===== config.mk =====
export PLATFORM = sky130hd
export DESIGN_NAME = interval_start_table_lookup
export DESIGN_NICKNAME = d
export VERILOG_FILES = /design/src/hw/rtl/istl_pkg.sv /design/src/hw/rtl/istl_ram.sv /design/src/hw/rtl/istl_ctrl.sv /design/src/hw/rtl/interval_start_table_lookup.sv
export SDC_FILE = /design/constraint.sdc
export NUM_CORES = 2
export LEC_CHECK = 0
export BUFFER_PORTS_ARGS = -buffer_cell sky130_fd_sc_hd__buf_4
export CAP_MARGIN = 5
export CORE_MARGIN = 2
export CORE_UTILIZATION = 34
export DETAILED_ROUTE_END_ITERATION = 7
export GPL_ROUTABILITY_DRIVEN = 0
export SYNTH_ARGS = -nofsm -noshare
export SYNTH_HDL_FRONTEND = slang
export SYNTH_SLANG_ARGS = --single-unit

===== constraint.sdc =====
create_clock -name clk -period 4.7 [get_ports clk]
set_input_delay 0.94 -clock clk [delete_from_list [all_inputs] [get_ports clk]]
set_output_delay 0.94 -clock clk [all_outputs]
set_load 0.01 [all_outputs]

===== src/hw/rtl/istl_pkg.sv =====
// Shared types and constants for the interval start table lookup block.
// Holds the op and status codes, the result record and default sizes.
// No dependencies.
`default_nettype none

package istl_pkg;

  // Default table capacity
  localparam int unsigned MAX_REGIONS_DEF = 32;

  // Fixed field widths
  localparam int unsigned OFFSET_W    = 32;
  localparam int unsigned REGION_IDX_W = 5;

  typedef enum logic [1:0] {
    OP_APPEND = 2'd0,
    OP_CLEAR  = 2'd1,
    OP_QUERY  = 2'd2
  } op_t;

  typedef enum logic [1:0] {
    ST_OK        = 2'd0,
    ST_NOT_FOUND = 2'd1,
    ST_FULL      = 2'd2,
    ST_ORDER     = 2'd3
  } status_t;

  typedef enum logic [2:0] {
    S_IDLE,
    S_SRCH_RD,
    S_SRCH_CMP,
    S_FETCH_CUR,
    S_FETCH_NXT,
    S_DONE
  } state_t;

  // One result record
  typedef struct packed {
    status_t                   status;
    logic [REGION_IDX_W-1:0]   region_index;
    logic [OFFSET_W-1:0]       region_start;
    logic                      has_next;
    logic [OFFSET_W-1:0]       next_start;
  } result_t;

endpackage

`default_nettype wire


===== src/hw/rtl/istl_ram.sv =====
// Generic simple dual-port RAM: one write port, one read port, registered read.
// No dependencies.
`default_nettype none

module istl_ram #(
  parameter int unsigned WIDTH = 32,
  parameter int unsigned DEPTH = 32
) (
  input  wire logic                     clk,
  input  wire logic                     we,
  input  wire logic [$clog2(DEPTH)-1:0] waddr,
  input  wire logic [WIDTH-1:0]         wdata,
  input  wire logic [$clog2(DEPTH)-1:0] raddr,
  output logic      [WIDTH-1:0]         rdata
);

  logic [WIDTH-1:0] mem [DEPTH];

  // Write and registered read
  always_ff @(posedge clk) begin
    if (we) begin
      mem[waddr] <= wdata;
    end
    rdata <= mem[raddr];
  end

endmodule

`default_nettype wire


===== src/hw/rtl/istl_ctrl.sv =====
// Sequencer for the start table: append, clear and binary-search query.
// Depends on istl_pkg and istl_ram (the start table storage).
`default_nettype none

module istl_ctrl #(
  parameter int unsigned MAX_REGIONS = istl_pkg::MAX_REGIONS_DEF
) (
  input  wire logic                          clk,
  input  wire logic                          rst,
  input  wire logic                          in_valid,
  output logic                               in_ready,
  input  wire logic [1:0]                    in_op,
  input  wire logic [istl_pkg::OFFSET_W-1:0] in_offset,
  input  wire logic                          out_free,
  output logic                               res_valid,
  output istl_pkg::result_t                  res
);

  localparam int unsigned CNT_W = $clog2(MAX_REGIONS + 1);
  localparam int unsigned IDX_W = $clog2(MAX_REGIONS);

  istl_pkg::state_t             state, state_next;
  logic [CNT_W-1:0]             entry_count, entry_count_next;
  logic [istl_pkg::OFFSET_W-1:0] last_start, last_start_next;
  logic [istl_pkg::OFFSET_W-1:0] loc, loc_next;
  logic [CNT_W-1:0]             lo, lo_next;
  logic [CNT_W-1:0]             hi, hi_next;
  logic [CNT_W-1:0]             mid, mid_next;
  istl_pkg::result_t            res_next;

  logic [CNT_W-1:0]             mid_calc;
  logic [CNT_W-1:0]             lo_m1;
  logic                         full;

  logic                          mem_we;
  logic [IDX_W-1:0]              mem_waddr;
  logic [istl_pkg::OFFSET_W-1:0] mem_wdata;
  logic [IDX_W-1:0]              mem_raddr;
  logic [istl_pkg::OFFSET_W-1:0] mem_rdata;

  // Start table storage
  istl_ram #(
    .WIDTH (istl_pkg::OFFSET_W),
    .DEPTH (MAX_REGIONS)
  ) u_table (
    .clk   (clk),
    .we    (mem_we),
    .waddr (mem_waddr),
    .wdata (mem_wdata),
    .raddr (mem_raddr),
    .rdata (mem_rdata)
  );

  assign mid_calc = lo + ((hi - lo) >> 1);
  assign lo_m1    = lo - CNT_W'(1);
  assign full     = (entry_count >= CNT_W'(MAX_REGIONS));
  assign res_valid = (state == istl_pkg::S_DONE);

  // Next state and outputs
  always_comb begin
    state_next       = state;
    entry_count_next = entry_count;
    last_start_next  = last_start;
    loc_next         = loc;
    lo_next          = lo;
    hi_next          = hi;
    mid_next         = mid;
    res_next         = res;
    in_ready         = 1'b0;
    mem_we           = 1'b0;
    mem_waddr        = entry_count[IDX_W-1:0];
    mem_wdata        = in_offset;
    mem_raddr        = mid_calc[IDX_W-1:0];

    case (state)
      istl_pkg::S_IDLE: begin
        in_ready = 1'b1;
        if (in_valid) begin
          loc_next = in_offset;
          res_next = '0;
          case (istl_pkg::op_t'(in_op))
            istl_pkg::OP_APPEND: begin
              if (full) begin
                res_next.status = istl_pkg::ST_FULL;
              end else if ((entry_count != '0) && (in_offset < last_start)) begin
                res_next.status = istl_pkg::ST_ORDER;
              end else begin
                // Store the new start; the last start is kept for the order check
                mem_we                = 1'b1;
                entry_count_next      = entry_count + CNT_W'(1);
                last_start_next       = in_offset;
                res_next.status       = istl_pkg::ST_OK;
                res_next.region_index = istl_pkg::REGION_IDX_W'(entry_count);
                res_next.region_start = in_offset;
              end
              state_next = istl_pkg::S_DONE;
            end
            istl_pkg::OP_CLEAR: begin
              entry_count_next = '0;
              res_next.status  = istl_pkg::ST_OK;
              state_next       = istl_pkg::S_DONE;
            end
            istl_pkg::OP_QUERY: begin
              lo_next    = '0;
              hi_next    = entry_count;
              state_next = istl_pkg::S_SRCH_RD;
            end
            default: begin
              res_next.status = istl_pkg::ST_NOT_FOUND;
              state_next      = istl_pkg::S_DONE;
            end
          endcase
        end
      end

      // Issue a probe at the midpoint, or finish the search
      istl_pkg::S_SRCH_RD: begin
        if (lo < hi) begin
          mem_raddr  = mid_calc[IDX_W-1:0];
          mid_next   = mid_calc;
          state_next = istl_pkg::S_SRCH_CMP;
        end else if (lo == '0) begin
          res_next        = '0;
          res_next.status = istl_pkg::ST_NOT_FOUND;
          state_next      = istl_pkg::S_DONE;
        end else begin
          mem_raddr  = lo_m1[IDX_W-1:0];
          state_next = istl_pkg::S_FETCH_CUR;
        end
      end

      // Narrow the bounds toward the first start above the location
      istl_pkg::S_SRCH_CMP: begin
        if (mem_rdata <= loc) begin
          lo_next = mid + CNT_W'(1);
        end else begin
          hi_next = mid;
        end
        state_next = istl_pkg::S_SRCH_RD;
      end

      // Capture the found region, fetch the following one if present
      istl_pkg::S_FETCH_CUR: begin
        res_next.status       = istl_pkg::ST_OK;
        res_next.region_index = istl_pkg::REGION_IDX_W'(lo_m1);
        res_next.region_start = mem_rdata;
        res_next.has_next     = 1'b0;
        res_next.next_start   = '0;
        if (lo < entry_count) begin
          mem_raddr  = lo[IDX_W-1:0];
          state_next = istl_pkg::S_FETCH_NXT;
        end else begin
          state_next = istl_pkg::S_DONE;
        end
      end

      istl_pkg::S_FETCH_NXT: begin
        res_next.has_next   = 1'b1;
        res_next.next_start = mem_rdata;
        state_next          = istl_pkg::S_DONE;
      end

      // Hold the result until the output register is free
      istl_pkg::S_DONE: begin
        if (out_free) begin
          state_next = istl_pkg::S_IDLE;
        end
      end

      default: begin
        state_next = istl_pkg::S_IDLE;
      end
    endcase
  end

  // Control state
  always_ff @(posedge clk) begin
    if (rst) begin
      state       <= istl_pkg::S_IDLE;
      entry_count <= '0;
    end else begin
      state       <= state_next;
      entry_count <= entry_count_next;
    end
  end

  // Search and result registers
  always_ff @(posedge clk) begin
    last_start <= last_start_next;
    loc        <= loc_next;
    lo         <= lo_next;
    hi         <= hi_next;
    mid        <= mid_next;
    res        <= res_next;
  end

  a_count_bound: assert property (@(posedge clk) disable iff (rst)
    entry_count <= CNT_W'(MAX_REGIONS))
    else $error("entry count above capacity");

  a_bounds_order: assert property (@(posedge clk) disable iff (rst)
    (state == istl_pkg::S_SRCH_RD || state == istl_pkg::S_SRCH_CMP) |->
      (lo <= hi && hi <= entry_count))
    else $error("search bounds crossed");

  a_write_room: assert property (@(posedge clk) disable iff (rst)
    mem_we |-> (!full && state == istl_pkg::S_IDLE))
    else $error("table write without room");

  a_fetch_found: assert property (@(posedge clk) disable iff (rst)
    (state == istl_pkg::S_FETCH_CUR) |-> (lo != '0 && lo <= entry_count))
    else $error("fetch of region outside the table");

endmodule

`default_nettype wire


===== src/hw/rtl/interval_start_table_lookup.sv =====
// Top level of the interval start table lookup: stream ports and output register.
// Depends on istl_pkg and istl_ctrl.
//
// Channel   Dir  tdata (low bit up)                          tuser
// s_axis    in   offset[31:0]                                op[1:0]
// m_axis    out  region_index[4:0], region_start[31:0],      status[1:0]
//                has_next, next_start[31:0], 2 zero bits
//
// Append, clear and an unused op go from acceptance straight to the done state;
// the next item is accepted after the result is loaded into the output register.
// A query runs S binary search steps, S at most ceil(log2(count+1)), 6 with 32
// entries, and when found then fetches the found region and the following region
// if there is one; each step is a table read plus a compare through the single
// read port of the start table.
// Reset (rst, synchronous) empties the table and drops any pending result; no
// clearing pass is needed. A stalled output holds its result while the next
// item is accepted and worked on; that item waits only at its own result.
`default_nettype none

module interval_start_table_lookup #(
  parameter int unsigned MAX_REGIONS = istl_pkg::MAX_REGIONS_DEF
) (
  input  wire logic        clk,
  input  wire logic        rst,
  input  wire logic        s_axis_tvalid,
  output logic             s_axis_tready,
  input  wire logic [31:0] s_axis_tdata,   // offset[31:0]
  input  wire logic [1:0]  s_axis_tuser,   // op[1:0]
  output logic             m_axis_tvalid,
  input  wire logic        m_axis_tready,
  output logic [71:0]      m_axis_tdata,   // region_index[4:0], region_start[36:5],
                                           // has_next[37], next_start[69:38], zero
  output logic [1:0]       m_axis_tuser    // status[1:0]
);

  logic              out_free;
  logic              res_valid;
  istl_pkg::result_t res;
  istl_pkg::result_t out_res;

  istl_ctrl #(
    .MAX_REGIONS (MAX_REGIONS)
  ) u_ctrl (
    .clk       (clk),
    .rst       (rst),
    .in_valid  (s_axis_tvalid),
    .in_ready  (s_axis_tready),
    .in_op     (s_axis_tuser),
    .in_offset (s_axis_tdata),
    .out_free  (out_free),
    .res_valid (res_valid),
    .res       (res)
  );

  assign out_free = !m_axis_tvalid || m_axis_tready;

  // Output register: load a finished result, drop it once taken
  always_ff @(posedge clk) begin
    if (rst) begin
      m_axis_tvalid <= 1'b0;
    end else if (res_valid && out_free) begin
      m_axis_tvalid <= 1'b1;
    end else if (m_axis_tready) begin
      m_axis_tvalid <= 1'b0;
    end
  end

  always_ff @(posedge clk) begin
    if (res_valid && out_free) begin
      out_res <= res;
    end
  end

  // Pack the result transaction
  assign m_axis_tuser = out_res.status;
  assign m_axis_tdata = {2'b00, out_res.next_start, out_res.has_next,
                         out_res.region_start, out_res.region_index};

endmodule

`default_nettype wire

==> flow_results.org <==
** Run status
- The run finished with clean final reports.

** Logic synthesis
- Count of flip-flops with a built-in enable after synthesis :: 1250
- FF+latch count, synth :: 1292
- Fraction of the yosys area taken by sequential cells :: 0.740
- Netlist area before placement :: 0.0519 mm2
- Most common flop cell mapped by yosys :: sky130_fd_sc_hd__edfxtp_1
- The Yosys step of the flow raised 0 warnings.
- Largest cells by area after synthesis :: sky130_fd_sc_hd__edfxtp_1 (72%), sky130_fd_sc_hd__nand2_1 (3.9%), sky130_fd_sc_hd__a211oi_1 (3.7%)
- After synthesis, the netlist uses 65 different library cells.
- Synthesis handed over a netlist of 3538 instances.
- Top-area cell type share of the netlist area :: 0.724
- sky130_fd_sc_hd__edfxtp_1 takes more of the synthesized area than any other cell.
- In this run the mean area of a mapped cell was roughly 15 um2.
- Ys async rst share :: 0

** Power
- The design draws 0.0362 W.
- For this design the static power due to leakage is 21.4 nW.
- In this run the power density over the cells is a little under 600 mW/mm2.
- The internal portion of the total power is 0.0233 W.
- Fraction of power consumed by combinational cells :: 0.338
- Switching fraction of total power :: 0.356
- Switching Power :: 0.0129 W
- Of the total power, registers draw 0.374.
- Of the total power, the clock network draws 0.288.
- Max rail drop VDD :: 0.480 mV

** Critical path
- The worst setup path is of the flop to flop kind.
- STA puts the critical path data arrival time at 5.27 ns.
- Data on the critical path is required at its endpoint by 5.40 ns.
- For this run, the slowest stage of the critical path takes 0.61 ns.
- Critical path startpoint category :: flop
- Cells traversed along the worst timing path :: clkinvlp_4 -> fa_1 -> ha_1 -> inv_1 -> fa_1 -> inv_1 -> o211ai_4 -> buf_4 -> nand2_8 -> buf_12 -> buf_12 -> a211oi_1 -> a31oi_1 -> o22ai_2 -> nor4_1 -> buf_4
- Nature of the critical path endpoint :: flop
- Peak fanout along the critical path :: 48
- On the critical path, the stage with the largest delay is an instance of sky130_fd_sc_hd__fa_1.

** Drt
- In the detailed route, the total length drawn on met3 is 14.0 mm.
- For this block, wires on met1 add up to 65.3 mm.
- Antenna violation net count after detailed routing :: 0
- Drt wl/cell :: 25.1 um
- DRC violations left :: 0
- For this block, the initial DRC count from the detailed router was 3893.
- The highest metal layer carrying signal wires in the routed design is met5.
- The detailed router placed 32200 vias in this run.
- Wires add up to around 150 mm.
- DRT Pass-1 Iters :: 6
- Number of vias per cell :: 5.44
- The routed design uses 66.2 mm of met2 wire.

** Global routing
- Wire length of the first global-routing pass :: roughly 210 mm
- Initial antenna violation count :: 5
- Entering global routing, the biggest net connects 84 pins.
- Via count of the first global-routing pass :: 30700
- Overall Global Routing Usage :: 0.185
- For this run the aggregate overflow at the end of global routing stands at 0.

** STA
- Adding up every negative setup slack in the final design gives 0 ns.
- Final period demand of the worst path :: about 4.6 ns
- Setup violations remaining at the end of the flow were counted as 0.
- The count of endpoints failing hold in the final timing report came to 0.
- Portion of the clock cycle consumed by the worst path in the final layout :: 0.971
- For the pin with the worst max-slew slack, the measured transition is 1.18 ns.
- Tightest slew margin relative to the limit :: 0.209
- Worst Hold Margin :: 0.417 ns
- FMAX :: 219 MHz
- Fin Clk Skew :: 0.0353 ns
- The worst path meets setup with 0.137 ns of slack.
- The number of max-slew violations in the final report came to 0.
- Setup repair after global routing could not meet its margin everywhere.

** Floorplanning
- Die ar. :: between 0.15 and 0.2 mm2
- Total core area :: 0.152 mm2
- During I/O placement, the number of pins put on the boundary was roughly 110.
- The die is between 300 and 400 um wide.
- For this configuration, the core starts out at a cell density of 0.342.
- Row generation in the floorplan step produced 143 rows.
- Height of the die :: approximately 390 um

** CTS
- CTS placed an instance of sky130_fd_sc_hd__clkbuf_16 at the clock tree root.
- Clock tree synthesis inserted a total of 130 buffers.
- The clock net in this run drives a total of 1292 sinks.
- Worst-case clock buffer depth :: 3
- Number of H-tree levels :: 4
- TritonCTS clock tree :: built
- After clock tree synthesis, the clock-pin slew on the worst setup and hold paths is 0.06 ns.
- Buffers inserted to repair hold after CTS numbered 0.
- The clock reaches the later pin of the worst-skew pair after between 0.7 and 0.8 ns.

** Final layout
- Number of filler cells placed in the layout :: 13800
- Of the cells placed in the final design, the portion with a size suffix greater than 1 is 0.176.
- In the final design database the tool counted between 3000 and 4000 nets.
- Area growth, synth to finish :: 18.6%
- At the end of the flow the core is filled with cells to 0.405.

** Place
- Prior to clock tree synthesis, the placed netlist has a worst setup slack of -0.352 ns.
- Detailed placement ended at an HPWL of 94.2 mm.
- Port buffering added around 110 buffers.

** Min path
- The min-delay analysis places its worst path in the category flop to flop.

** Run
- Number of maximum-capacitance violations :: 0
-- stage by stage --
step,area (um2),cells
after detailed placement,57100,5664
after CTS,61300,5900
final,61500,5909
after global placement,57100,5664
after global routing,61500,5908
after floorplan,51900,3539
-- cells in the mapped netlist, types with 16 or more instances --
cell type,n
sky130_fd_sc_hd__a22o_1,34
sky130_fd_sc_hd__nor2_1,58
sky130_fd_sc_hd__a211oi_1,256
sky130_fd_sc_hd__nand2_1,534
sky130_fd_sc_hd__dfxtp_1,42
sky130_fd_sc_hd__nor4_2,31
sky130_fd_sc_hd__inv_1,91
sky130_fd_sc_hd__a21o_1,30
sky130_fd_sc_hd__ha_1,90
sky130_fd_sc_hd__a21oi_1,30
sky130_fd_sc_hd__nand4_1,16
sky130_fd_sc_hd__o22ai_2,30
sky130_fd_sc_hd__a31oi_1,263
sky130_fd_sc_hd__edfxtp_1,1250
sky130_fd_sc_hd__o22ai_1,98
sky130_fd_sc_hd__nand3_1,22
sky130_fd_sc_hd__clkbuf_1,138
sky130_fd_sc_hd__buf_2,92
sky130_fd_sc_hd__and3_1,290
-- worst max-delay path, delay by kind of cell, from the launching register on --
kind	cells	cell delay (ns)
AOI/OAI and AO/OA	4	0.73
adders and majority gates	3	1.25
buffers and inverters	7	1.37
DFF	1	0.51
and+or+nand+nor	2	0.58
-- power groups by stage --
stage	registers (W)	clock network, W	logic, W
detailed placement	0.0138	0	0.0119
CTS	0.0135	0.0106	0.0119
global route	0.0136	0.0110	0.0130
global placement	0.0138	0	0.0118
finish	0.0135	0.0104	0.0122
floorplan	0.0135	0	0.00678
-- path summary, 6_finish.rpt --
kind                              endpoint            from  cells past startpoint  slack, ns
setup / recovery  u_ctrl.u_table.rdata[31]    u_ctrl.lo[1]                     16       0.14
hold / removal            m_axis_tdata[16]  u_ctrl.res[44]                      0       0.42
setup reg to reg  u_ctrl.u_table.rdata[31]    u_ctrl.lo[1]                     16       0.14
hold reg to reg           m_axis_tdata[16]  u_ctrl.res[44]                      0       0.42
-- kinds of logic (layout without fill, tap and decap cells) --
kind of cell	Yosys count	after routing	synth area share
other	1	3	0.0000723
buffers and inverters	344	682	0.0285
and+or+nand+nor	987	988	0.0937
DFF	1292	1292	0.740
muxes	7	7	0.00150
AOI/OAI and AO/OA	800	800	0.111
xor gates and xnor gates	15	15	0.00253
adders and majority gates	92	92	0.0225
-- cells in the final DEF (no fill, tap or decap), types with 42 or more instances in the layout --
cell type                   count
sky130_fd_sc_hd__dfxtp_1       42
sky130_fd_sc_hd__a31oi_1      263
sky130_fd_sc_hd__edfxtp_1    1250
sky130_fd_sc_hd__o22ai_1       94
sky130_fd_sc_hd__buf_4        278
sky130_fd_sc_hd__buf_12        72
sky130_fd_sc_hd__and3_1       290
sky130_fd_sc_hd__clkbuf_16    132
sky130_fd_sc_hd__nand2_1      532
sky130_fd_sc_hd__inv_1         89
sky130_fd_sc_hd__a211oi_1     256
sky130_fd_sc_hd__ha_1          90
-- sequential cells by signal (all words and copies together) (netlist names) --
name                  cells
u_ctrl.u_table.mem     1024
u_ctrl.res               72
m_axis_tdata             70
u_ctrl.last_start        32
u_ctrl.loc               32
u_ctrl.u_table.rdata     32
u_ctrl.entry_count        6
u_ctrl.hi                 6
u_ctrl.lo                 6
u_ctrl.mid                6
u_ctrl.state              3
m_axis_tuser              2
m_axis_tvalid             1
-- per-layer routing --
metal / global-route usage / vias to the layer above
met5: 0 / -
met4: 0.0466 / 2
met3: 0.0362 / 179
met2: 0.279 / 1498
met1: 0.274 / 16200
li1: - / 14200
-- cell type report --
| class | count | area (um2) | area share |
|---|---|---|---|
| sequential | 1292 | 38400 | 0.624 |
| multi-input combinational | 1904 | 12400 | 0.201 |
| timing repair buffer | 354 | 3590 | 0.0583 |
| clock buffer | 165 | 3490 | 0.0567 |
| tap | 2030 | 2540 | 0.0413 |
| clock inverter | 71 | 785 | 0.0128 |
| inverter | 92 | 349 | 0.00568 |
| antenna | 1 | 2.50 | 0.0000407 |
-- timing repair --
action	4_1_cts	5_1_grt
setup buffers	0	6
gates resized for setup	0	9
setup endpoints to repair	0	10
No activity file was read; power rests on OpenSTA's default activity.
